==> config.mk <==
export PLATFORM = sky130hd
export DESIGN_NAME = base64_stream_decoder_flat
export DESIGN_NICKNAME = d
export VERILOG_FILES = /design/src/rtl/b64d_pkg.sv /design/src/rtl/b64d_if.sv /design/src/rtl/base64_stream_decoder.sv /design/src/flat_wrapper.sv
export SDC_FILE = /design/constraint.sdc
export NUM_CORES = 1
export LEC_CHECK = 0
export ABC_CLOCK_PERIOD_IN_PS = 5800
export BUFFER_PORTS_ARGS = -buffer_cell sky130_fd_sc_hd__buf_4
export CAP_MARGIN = 20
export CORE_MARGIN = 2
export CORE_UTILIZATION = 45
export DETAILED_ROUTE_END_ITERATION = 10
export PLACE_DENSITY = 0.65
export SLEW_MARGIN = 10
export SYNTH_ARGS = -nofsm -noshare
export SYNTH_HDL_FRONTEND = slang
export SYNTH_SLANG_ARGS = --single-unit
==> constraint.sdc <==
create_clock -name i_clk -period 5.8 [get_ports i_clk]
set_clock_uncertainty 0.15 [all_clocks]
set_input_delay 1.16 -clock i_clk [delete_from_list [all_inputs] [get_ports i_clk]]
set_output_delay 1.16 -clock i_clk [all_outputs]
set_load 0.005 [all_outputs]
==> src/rtl/b64d_pkg.sv <==
// ----------------------------------------------------------------------------
// b64d_pkg
// types, status codes and the alphabet lookup of the base64 stream decoder
// ----------------------------------------------------------------------------
package b64d_pkg;

    localparam logic [7:0] PAD_CHAR = 8'h3D;

    typedef enum logic [2:0] {
        ST_OK         = 3'd0,
        ST_BAD_LENGTH = 3'd1,
        ST_BAD_CHAR   = 3'd2,
        ST_BAD_PAD    = 3'd3,
        ST_OVERFLOW   = 3'd4
    } t_status;

    typedef enum logic {
        KIND_DATA   = 1'b0,
        KIND_STATUS = 1'b1
    } t_kind;

    typedef struct packed {
        logic       valid;
        logic [5:0] val;
    } t_sextet;

    typedef struct packed {
        t_kind       kind;
        logic [7:0]  data;
        t_status     status;
        logic [15:0] count;
    } t_result;

    function automatic t_sextet sextet_of(input logic [7:0] ch);
        t_sextet s;
        logic [7:0] d;
        s = '0;
        d = '0;
        if (ch >= 8'h41 && ch <= 8'h5A) begin
            d = ch - 8'h41;
            s.valid = 1'b1;
        end else if (ch >= 8'h61 && ch <= 8'h7A) begin
            d = ch - 8'h61 + 8'd26;
            s.valid = 1'b1;
        end else if (ch >= 8'h30 && ch <= 8'h39) begin
            d = ch - 8'h30 + 8'd52;
            s.valid = 1'b1;
        end else if (ch == 8'h2B) begin
            d = 8'd62;
            s.valid = 1'b1;
        end else if (ch == 8'h2F) begin
            d = 8'd63;
            s.valid = 1'b1;
        end
        s.val = d[5:0];
        return s;
    endfunction

endpackage

==> src/rtl/b64d_if.sv <==
// ----------------------------------------------------------------------------
// b64d_if
// valid/ready channels of the base64 stream decoder
// ----------------------------------------------------------------------------
interface b64d_in_if;
    logic       valid;
    logic       ready;
    logic [7:0] in_char;
    logic       msg_end;

    modport source (output valid, in_char, msg_end, input ready);
    modport sink (input valid, in_char, msg_end, output ready);
endinterface

interface b64d_out_if;
    logic        valid;
    logic        ready;
    logic        result_kind;
    logic [7:0]  out_byte;
    logic [2:0]  status_code;
    logic [15:0] decoded_count;
    logic        final_result;

    modport source (output valid, result_kind, out_byte, status_code, decoded_count,
                    final_result, input ready);
    modport sink (input valid, result_kind, out_byte, status_code, decoded_count,
                  final_result, output ready);
endinterface

interface b64d_cfg_if;
    logic        valid;
    logic        ready;
    logic [15:0] max_out_bytes;

    modport source (output valid, max_out_bytes, input ready);
    modport sink (input valid, max_out_bytes, output ready);
endinterface

==> src/rtl/base64_stream_decoder.sv <==
// ----------------------------------------------------------------------------
// base64_stream_decoder
// decodes a base64 character stream, one character a word, into data bytes
// and one status word at the end of each message
// ----------------------------------------------------------------------------
//   channel   direction   contents
//   i_in      sink        in_char, msg_end
//   o_out     source      result_kind, out_byte, status_code, decoded_count,
//                         final_result
//   i_cfg     sink        max_out_bytes (always ready)
//
// a character is decoded in the cycle it is taken; its zero to four words
// leave through a four-entry result buffer and an output register
// one word leaves per cycle unless o_out stalls, so a character giving k words
// keeps i_in.ready low until its last word moves; characters giving at most
// one word stream at one per cycle unless o_out stalls; o_out stalls hold the
// output register; i_in is taken while the last buffered word moves out
// synchronous reset returns to group start with max_out_bytes at 65535
// ----------------------------------------------------------------------------
module base64_stream_decoder (
    input  logic              i_clk,
    input  logic              i_rst_n,
    b64d_in_if.sink           i_in,
    b64d_out_if.source        o_out,
    b64d_cfg_if.sink          i_cfg
);

    logic [15:0]         r_max;
    logic [1:0]          r_pos;
    logic [5:0]          r_s1;
    logic [5:0]          r_s2;
    logic [5:0]          r_s3;
    logic                r_tinv;
    logic                r_tpad;
    b64d_pkg::t_status   r_err;
    logic [15:0]         r_count;

    b64d_pkg::t_result   r_res [4];
    logic [1:0]          r_head;
    logic [2:0]          r_left;

    b64d_pkg::t_result   r_out;
    logic                r_out_final;
    logic                r_out_valid;

    b64d_pkg::t_sextet   sx;
    logic                is_pad;
    logic                ovf1;
    logic                ovf2;
    logic                ovf3;
    logic [7:0]          byte1;
    logic [7:0]          byte2;
    logic [7:0]          byte3;
    b64d_pkg::t_status   n_err;
    logic [15:0]         n_count;
    logic [1:0]          n_bytes;
    logic [2:0]          n_total;
    b64d_pkg::t_result   n_res [4];

    logic                accept;
    logic                move;

    assign move   = (r_left != 3'd0) && (!r_out_valid || o_out.ready);
    assign accept = i_in.valid && i_in.ready;

    assign i_in.ready  = (r_left == 3'd0) || ((r_left == 3'd1) && move);
    assign i_cfg.ready = 1'b1;

    assign o_out.valid         = r_out_valid;
    assign o_out.result_kind   = r_out.kind;
    assign o_out.out_byte      = r_out.data;
    assign o_out.status_code   = r_out.status;
    assign o_out.decoded_count = r_out.count;
    assign o_out.final_result  = r_out_final;

    assign byte1 = {r_s1, r_s2[5:4]};
    assign byte2 = {r_s2[3:0], r_s3[5:2]};

    always_comb begin
        sx     = b64d_pkg::sextet_of(i_in.in_char);
        is_pad = (i_in.in_char == b64d_pkg::PAD_CHAR);
        byte3  = {r_s3[1:0], sx.val};
        ovf1   = ({1'b0, r_count} + 17'd1) > {1'b0, r_max};
        ovf2   = ({1'b0, r_count} + 17'd2) > {1'b0, r_max};
        ovf3   = ({1'b0, r_count} + 17'd3) > {1'b0, r_max};
        n_err   = r_err;
        n_bytes = 2'd0;
        for (int k = 0; k < 4; k++) begin
            n_res[k] = '0;
        end

        if (r_pos != 2'd3) begin
            if (r_pos != 2'd2 && !sx.valid && r_err == b64d_pkg::ST_OK) begin
                n_err = b64d_pkg::ST_BAD_CHAR;
            end
        end else if (r_err == b64d_pkg::ST_OK) begin
            if ((!i_in.msg_end && (r_tpad || is_pad)) || (r_tpad && !is_pad)) begin
                n_err = b64d_pkg::ST_BAD_PAD;
            end else if (ovf1) begin
                n_err = b64d_pkg::ST_OVERFLOW;
            end else begin
                n_res[0].data = byte1;
                n_bytes = 2'd1;
                if (!r_tpad && r_tinv) begin
                    n_err = b64d_pkg::ST_BAD_CHAR;
                end else if (!r_tpad && ovf2) begin
                    n_err = b64d_pkg::ST_OVERFLOW;
                end else begin
                    if (!r_tpad) begin
                        n_res[1].data = byte2;
                        n_bytes = 2'd2;
                    end
                    if (!is_pad) begin
                        if (!sx.valid) begin
                            n_err = b64d_pkg::ST_BAD_CHAR;
                        end else if (r_tpad ? ovf2 : ovf3) begin
                            n_err = b64d_pkg::ST_OVERFLOW;
                        end else begin
                            n_res[n_bytes].data = byte3;
                            n_bytes = n_bytes + 2'd1;
                        end
                    end
                end
            end
        end

        n_count = r_count + {14'd0, n_bytes};
        n_total = {1'b0, n_bytes};
        if (i_in.msg_end) begin
            n_res[n_bytes].kind   = b64d_pkg::KIND_STATUS;
            n_res[n_bytes].status = (r_pos != 2'd3) ? b64d_pkg::ST_BAD_LENGTH : n_err;
            n_res[n_bytes].count  = n_count;
            n_total = n_total + 3'd1;
        end
    end

    always_ff @(posedge i_clk) begin
        if (!i_rst_n) begin
            r_max       <= 16'hFFFF;
            r_pos       <= 2'd0;
            r_s1        <= '0;
            r_s2        <= '0;
            r_s3        <= '0;
            r_tinv      <= 1'b0;
            r_tpad      <= 1'b0;
            r_err       <= b64d_pkg::ST_OK;
            r_count     <= '0;
            r_head      <= '0;
            r_left      <= '0;
            r_out_valid <= 1'b0;
            r_out_final <= 1'b0;
        end else begin
            if (i_cfg.valid) begin
                r_max <= i_cfg.max_out_bytes;
            end

            if (move) begin
                r_out       <= r_res[r_head];
                r_out_final <= (r_left == 3'd1);
                r_out_valid <= 1'b1;
            end else if (o_out.ready) begin
                r_out_valid <= 1'b0;
            end

            if (accept) begin
                r_res  <= n_res;
                r_head <= 2'd0;
                r_left <= n_total;
                if (i_in.msg_end) begin
                    r_pos   <= 2'd0;
                    r_s1    <= '0;
                    r_s2    <= '0;
                    r_s3    <= '0;
                    r_tinv  <= 1'b0;
                    r_tpad  <= 1'b0;
                    r_err   <= b64d_pkg::ST_OK;
                    r_count <= '0;
                end else begin
                    r_pos   <= r_pos + 2'd1;
                    r_err   <= n_err;
                    r_count <= n_count;
                    unique case (r_pos)
                        2'd0: r_s1 <= sx.val;
                        2'd1: r_s2 <= sx.val;
                        2'd2: begin
                            r_s3   <= sx.val;
                            r_tinv <= !sx.valid;
                            r_tpad <= is_pad;
                        end
                        default: ;
                    endcase
                end
            end else if (move) begin
                r_head <= r_head + 2'd1;
                r_left <= r_left - 3'd1;
            end
        end
    end

`ifndef ASSERT_OFF
    a_no_take_while_busy: assert property (@(posedge i_clk) disable iff (!i_rst_n)
        (r_left > 3'd1) |-> !i_in.ready)
        else $error("input taken with more than one word buffered");

    a_status_is_last: assert property (@(posedge i_clk) disable iff (!i_rst_n)
        (o_out.valid && o_out.result_kind) |-> o_out.final_result)
        else $error("status word not marked final");

    a_end_restarts_group: assert property (@(posedge i_clk) disable iff (!i_rst_n)
        (accept && i_in.msg_end) |=> (r_pos == 2'd0 && r_count == 16'd0))
        else $error("message end did not clear the group state");
`endif

endmodule

==> src/flat_wrapper.sv <==
// flat-port wrapper written by rule: the top's interface ports become plain ports
module base64_stream_decoder_flat 
  (i_clk, i_rst_n, i_in_valid, i_in_in_char, i_in_msg_end, i_in_ready, o_out_valid, o_out_result_kind, o_out_out_byte, o_out_status_code, o_out_decoded_count, o_out_final_result, o_out_ready, i_cfg_valid, i_cfg_max_out_bytes, i_cfg_ready);
  b64d_in_if i_in_i ();
  b64d_out_if o_out_i ();
  b64d_cfg_if i_cfg_i ();
  input  logic i_clk;
  input  logic i_rst_n;
  input wire logic [$bits(i_in_i.valid)-1:0] i_in_valid;
  input wire logic [$bits(i_in_i.in_char)-1:0] i_in_in_char;
  input wire logic [$bits(i_in_i.msg_end)-1:0] i_in_msg_end;
  output wire logic [$bits(i_in_i.ready)-1:0] i_in_ready;
  output wire logic [$bits(o_out_i.valid)-1:0] o_out_valid;
  output wire logic [$bits(o_out_i.result_kind)-1:0] o_out_result_kind;
  output wire logic [$bits(o_out_i.out_byte)-1:0] o_out_out_byte;
  output wire logic [$bits(o_out_i.status_code)-1:0] o_out_status_code;
  output wire logic [$bits(o_out_i.decoded_count)-1:0] o_out_decoded_count;
  output wire logic [$bits(o_out_i.final_result)-1:0] o_out_final_result;
  input wire logic [$bits(o_out_i.ready)-1:0] o_out_ready;
  input wire logic [$bits(i_cfg_i.valid)-1:0] i_cfg_valid;
  input wire logic [$bits(i_cfg_i.max_out_bytes)-1:0] i_cfg_max_out_bytes;
  output wire logic [$bits(i_cfg_i.ready)-1:0] i_cfg_ready;
  assign i_in_i.valid = i_in_valid;
  assign i_in_i.in_char = i_in_in_char;
  assign i_in_i.msg_end = i_in_msg_end;
  assign i_in_ready = i_in_i.ready;
  assign o_out_valid = o_out_i.valid;
  assign o_out_result_kind = o_out_i.result_kind;
  assign o_out_out_byte = o_out_i.out_byte;
  assign o_out_status_code = o_out_i.status_code;
  assign o_out_decoded_count = o_out_i.decoded_count;
  assign o_out_final_result = o_out_i.final_result;
  assign o_out_i.ready = o_out_ready;
  assign i_cfg_i.valid = i_cfg_valid;
  assign i_cfg_i.max_out_bytes = i_cfg_max_out_bytes;
  assign i_cfg_ready = i_cfg_i.ready;
  base64_stream_decoder u_core (.i_clk(i_clk), .i_rst_n(i_rst_n), .i_in(i_in_i), .o_out(o_out_i), .i_cfg(i_cfg_i));
endmodule
==> results of run 1 <==
## per-stage QoR
stage | hold slack (ns) | util (%) | setup slack, ns | instance area, sq um | total power (W)
2_1_floorplan | 0.2847 | - | 0.3118 | 10550 | 0.002310
3_3_place_gp | 0.2955 | 49.56 | 0.2394 | 11530 | 0.002573
3_5_place_dp | 0.3010 | 49.56 | 0.05380 | 11530 | 0.002584
4_1_cts | 0.3108 | 52.12 | 0.006076 | 12130 | 0.003759
5_1_grt | 0.3356 | 52.54 | -0.01564 | 12220 | 0.003904
6_report | 0.3087 | 52.54 | 0.3471 | 12220 | 0.003720
## placed cells by master (no fill, tap or decap), types with 4 or more instances in the layout
cell,n
edfxtp_1,132
nor2_1,126
buf_4,104
nand2_1,92
ha_1,71
dfxtp_1,60
inv_1,48
a21oi_1,42
nand3_1,36
xnor2_1,36
o21ai_0,33
nand4_1,23
xor2_1,22
mux2i_1,21
mux4_2,20
o211ai_1,19
nor3_1,18
clkbuf_16,17
o21ai_1,16
nor2b_1,15
and2_1,12
and3_1,10
a211oi_1,9
nand2b_1,8
o31ai_1,6
a21o_1,4
a31oi_1,4
a22oi_1,4
inv_8,4
dfxtp_2,4
## worst max path at each step
| stage | endpoint | slack (ns) | depth (start not counted) |
|---|---|---|---|
| 2_1_floorplan | u_core.r_res[68] | 0.31 | 27 |
| 6_report | u_core.r_res[70] | 0.35 | 25 |
| 3_3_place_gp | u_core.r_res[70] | 0.24 | 22 |
| 5_1_grt | u_core.r_res[71] | -0.02 | 26 |
| 3_5_place_dp | u_core.r_res[70] | 0.05 | 22 |
| 4_1_cts | u_core.r_res[66] | 0.006 | 22 |
## cells by family after synthesis
group | count (synthesis) | synth area share, %
AOI/OAI and AO/OA | 169 | 10.39
muxes | 41 | 6.260
xor gates and xnor gates | 62 | 5.146
buffers and inverters | 103 | 3.794
other | 1 | 0.03554
DFF | 196 | 49.70
adders and majority gates | 73 | 8.727
and+or+nand+nor | 363 | 15.95
## state kept, by name (all words and copies together), names as in the netlist
register                    count
u_core.r_res                  104
u_core.o_out.decoded_count     16
u_core.r_count                 16
u_core.r_max                   16
u_core.o_out.out_byte           8
u_core.r_s1                     6
u_core.r_s2                     6
u_core.r_s3                     6
u_core.o_out.status_code        3
u_core.r_err                    3
u_core.r_left                   3
u_core.r_head                   2
u_core.r_pos                    2
u_core.o_out.final_result       1
u_core.o_out.result_kind        1
u_core.o_out.valid              1
u_core.r_tinv                   1
u_core.r_tpad                   1
## critical path, delay by kind of cell (launching register included)
family	cells	cell delay [ns]
DFF	1	0.41
adders and majority gates	4	1.31
xor gates and xnor gates	2	0.37
AOI/OAI and AO/OA	6	1.09
and+or+nand+nor	9	1.38
buffers and inverters	4	0.51
## layer usage
metal	routed length (microns)	GRT usage, %	share of wire (%)	vias to the layer above
met3	950	3.855	4.2	10
met5	0	0	0	-
li1	-	-	-	3765
met1	11100	26.98	49	3566
met4	180	4.935	0.79	0
met2	10640	30.85	47	152
## cell type report
type                    instances  share of cell area, %
well taps                     319                  3.266
clock inverters                15                  1.403
repair buffers                105                  6.552
flip-flops and latches        196                  42.96
clock buffers                  17                  3.481
multi-input cells             709                  40.81
inverters                      50                  1.536
## what timing repair did
item	CTS	global route
setup buffers	0	2
setup endpoints to repair	0	69
gates resized for setup	0	19
## power breakdown
part | internal (W) | switching [W] | leakage (nW)
logic | 0.000320 | 0.000363 | 2.72
clock network | 0.000585 | 0.000594 | 0.284
registers | 0.00176 | 0.0000980 | 1.77
total | 0.00266 | 0.00106 | 4.77
==> flow_metrics.py, run 1 <==
metrics = {
    "detailed_routing": {
        "drc": 0,
        "wl_microns": 22870,
        "ant_nets": 0,
        "vias": 7493,
        "wl_per_cell_microns": 16.21,
        "first_pass_iters": 5,
        "drtIter0Drc": 528,
        "viasPerCell": 5.310,
    },
    "logic_synthesis": {
        "yosys.area.top_type": "edfxtp_1",
        "yosysWarnings": 0,
        "synth_area_sq_um": 10550,
        "synth.avg_cell_area_sq_um": 10.47,
        "ys_async_sr_fraction_pct": 0,
        "synthTopCellsByCount": "132 x edfxtp_1, 129 x nor2_1, 93 x nand2_1, 72 x ha_1, 64 x dfxtp_1",
        "synth_ff_type": "edfxtp_1",
        "yosys.cell_types.count": 67,
        "ys_seq_elements": 196,
        "synth.area.top_cells": "edfxtp_1 38%, dfxtp_1 12%, ha_1 8.5%",
        "syn_inst": 1008,
        "synth_edf_count": 132,
        "seq_area_frac_synth_pct": 49.70,
        "synth.most_common_cell": "edfxtp_1",
        "yosysTopAreaCellShare_pct": 37.56,
        "synth.net_count": 1111,
    },
    "finish": {
        "num_antenna_cells": 0,
        "final-seq-area_sq_um": 5250,
        "fillers": 2128,
        "multiInputGateArea_sq_um": 4987,
        "nNetsFinal": 1182,
        "syn2layout_area_growth_pct": 15.82,
        "fin_cells": 1411,
        "layout-drive-gt1-share_pct": 16.85,
    },
    "min_path": {
        "hold_path_end": "u_core.r_s1[4]",
        "worstHoldPathCells": 2,
        "hp-class": "reg2reg",
        "hold_start": "u_core.r_s1[4]",
    },
    "power": {
        "peakVddDrop_mv": 0.1841,
        "pwr_density_cell_nw_per_um2": 304.4,
        "leakagePower_nw": 4.775,
    },
    "sta": {
        "hold_violations": 0,
        "slew_viol_final": 0,
        "fmax_mhz": 183.4,
        "finalSetupViolations": 0,
        "finalCritPeriodShare_pct": 94.02,
        "tightest_slew_ns": 0.9848,
        "period_needed_ns": 5.453,
        "slew_headroom_pct": 34.35,
        "finalSetupTns_ns": 0,
    },
    "floorplanning": {
        "die_area_sq_um": 24690,
        "rows": 56,
        "die_h_microns": 157.1,
        "dieWidth_microns": 157.1,
        "core-area_sq_um": 23260,
        "start_util_pct": 45.36,
        "io_pins": 62,
    },
    "clocking": {
        "cts.htree.levels": 4,
        "ctsHoldBuffers": 0,
        "numCtsBuffers": 17,
        "cts_max_path_buffers": 2,
        "cts_tree": "yes",
        "cts.clk_slew.worst_paths_ns": 0.08,
        "clock-sinks": 196,
        "cts-root-buf": "clkbuf_16",
        "clock_latency_ns": 0.44,
    },
    "critical_path": {
        "cp-start-kind": "flop",
        "crit_start": "u_core.r_count[5]",
        "rr_worst_depth": 25,
        "worst_ep_arrival_time_ns": 5.49,
        "slowest_stage": "fa_1",
        "max_stage_delay_ns": 0.45,
        "r2r_slack_ns": 0.35,
        "crit_fanout": 6,
        "worstPathRequired_ns": 5.84,
        "worstSetupPathType": "reg2reg",
        "end_kind": "flop",
        "r2r_end": "u_core.r_res[70]",
        "timing.rr.start": "u_core.r_count[5]",
    },
    "global_routing": {
        "grt_max_degree": 79,
        "grt_overflow": 0,
        "grtUsageTotal_pct": 19.28,
        "grt_pass1_wl_microns": 37150,
        "grt_pass1_vias": 7163,
        "grt_antenna_before_repair": 0,
    },
    "placed_design": {
        "dp_hpwl_microns": 16380,
        "dp.cells": 1377,
        "portBuffers": 60,
        "gp_congestion": 0.8553,
    },
    "run": {
        "max_cap_violations": 0,
    },
    "run_status": {
        "status": "finished clean",
    },
}
No activity file was read; power rests on OpenSTA's default activity.
==> inputs of run 2 (changes only) <==
Settings changed: RECOVER_POWER from default to 50.
==> flow_metrics.py, run 2 (synthesis gave the netlist of run 1 again) <==
metrics = {
    "critical_path": {
        "timing.rr.start": "u_core.r_count[5]",
        "crit_family": "simple AND/OR/NAND/NOR gates",
        "cp-start-kind": "flop",
        "crit_fanout": 6,
        "end_kind": "flop",
        "worstSetupPathType": "reg2reg",
        "cp.buffers_inverters": 4,
        "worst_ep_arrival_time_ns": 5.51,
        "crit_start": "u_core.r_count[5]",
        "slowest_stage": "fa_1",
        "cp.depth": 25,
        "rr_worst_depth": 25,
        "worstPathRequired_ns": 5.84,
        "max_stage_delay_ns": 0.45,
    },
    "sta": {
        "tightest_slew_ns": 3.332,
        "finalCritPeriodShare_pct": 94.35,
        "period_needed_ns": 5.472,
        "slew_headroom_pct": -122.1,
        "slew_viol_final": 111,
        "finalSetupViolations": 0,
        "fmax_mhz": 182.7,
        "hold_violations": 0,
        "setup_slack_ns": 0.3276,
    },
    "finish": {
        "design_area_sq_um": 12180,
        "fin_util_pct": 52.38,
        "largest_reg_flops": 104,
        "final_cell_mix": "132 x edfxtp_1, 126 x nor2_1, 92 x nand2_1, 71 x ha_1, 71 x buf_4",
        "num_antenna_cells": 0,
        "final_common_cell": "edfxtp_1",
        "nNetsFinal": 1182,
        "layout-drive-gt1-share_pct": 15.84,
        "largest-register": "u_core.r_res",
        "syn2layout_area_growth_pct": 15.46,
    },
    "detailed_routing": {
        "wl_per_cell_microns": 16.23,
        "drtIter0Drc": 507,
        "drc": 0,
        "viasPerCell": 5.296,
        "wl_microns": 22910,
        "vias": 7472,
        "ant_nets": 0,
        "first_pass_iters": 4,
    },
    "placed_design": {
        "place_ws_ns": 0.05380,
        "dp_hpwl_microns": 16380,
        "gp_congestion": 0.8553,
        "portBuffers": 60,
        "placed_area_sq_um": 11530,
    },
    "floorplanning": {
        "io_pins": 62,
        "core-area_sq_um": 23260,
        "die_area_sq_um": 24690,
        "start_util_pct": 45.36,
        "dieWidth_microns": 157.1,
        "die_h_microns": 157.1,
        "rows": 56,
    },
    "power": {
        "finalPower_w": 0.003713,
        "peakVddDrop_mv": 0.1857,
        "pwr_density_cell_nw_per_um2": 304.7,
        "leakagePower_nw": 4.732,
    },
    "min_path": {
        "worstHoldPathCells": 2,
        "hp-class": "reg2reg",
        "hold_start": "u_core.r_s1[4]",
    },
    "global_routing": {
        "grt_overflow": 0,
        "grt_antenna_before_repair": 0,
        "grtUsageTotal_pct": 19.28,
        "grt_pass1_wl_microns": 37150,
        "grt_pass1_vias": 7163,
        "grt_max_degree": 79,
    },
    "clocking": {
        "cts.clk_slew.worst_paths_ns": 0.08,
        "cts-root-buf": "clkbuf_16",
        "cts_max_path_buffers": 2,
        "cts.htree.levels": 4,
        "clock-sinks": 196,
        "clock_latency_ns": 0.44,
        "numCtsBuffers": 17,
        "cts_tree": "yes",
    },
    "run": {
        "max_cap_violations": 2,
    },
    "run_status": {
        "status": "finished with violations",
        "violations": "capacitance limit, slew limit",
    },
}
[run 2: worst paths after layout]
kind                      endpoint  slack, ns
setup / recovery  u_core.r_res[70]       0.33
hold / removal      u_core.r_s1[4]       0.31
setup reg to reg  u_core.r_res[70]       0.33
hold reg to reg     u_core.r_s1[4]       0.31
[run 2: final cells by class]
type | count | area [sq um]
inverters | 50 | 187.7
multi-input cells | 709 | 4985
fillers | 2139 | 11080
clock buffers | 17 | 425.4
clock inverters | 15 | 171.4
repair buffers | 105 | 767.0
well taps | 319 | 399.1
flip-flops and latches | 196 | 5249
[run 2: worst reg2reg max path: stages (launching register included)]
cell and delay (ns):
dfxtp_1 0.41, buf_4 0.18, nand3_1 0.14, nor2_1 0.19, and2_2 0.25, nand2_1 0.09, xnor2_1 0.14, ha_1 0.34
a21oi_1 0.16, o211ai_1 0.11, a31oi_2 0.22, o21ai_1 0.14, or2_2 0.33, nor2_1 0.09, a21oi_1 0.06, ha_1 0.30
inv_1 0.04, a2111o_1 0.40, nand3_1 0.12, inv_1 0.09, ha_1 0.22, fa_1 0.45, buf_4 0.20, nand3_1 0.11
xor2_2 0.23, nor2_1 0.08
[run 2: through the flow]
step	setup TNS (ns)	std cells	hold slack, ns
after global placement	0	1377	0.2955
after floorplan	0	1008	0.2847
final	0	1411	0.3087
after CTS	0	1409	0.3108
after detailed placement	0	1377	0.3010
after global routing	-0.09160	1411	0.3356
[run 2: power breakdown]
group / total, W / internal, W / switching [W]
Combinational: 0.000668 / 0.000303 / 0.000365
Sequential: 0.00186 / 0.00177 / 0.0000967
Clock: 0.00118 / 0.000585 / 0.000596
[run 2: metal layers]
layer / GRT usage [%] / up-vias / routed length [microns]
met5: 0 / - / 0
met4: 4.935 / 0 / 217
met3: 3.855 / 15 / 940
met2: 30.85 / 142 / 10500
met1: 26.98 / 3553 / 11250
li1: - / 3762 / -
[run 2: timing repair]
action	CTS	global route
hold buffers	0	0
buffers inserted	0	2
endpoints found under the setup margin	0	69
gates resized for setup	0	19
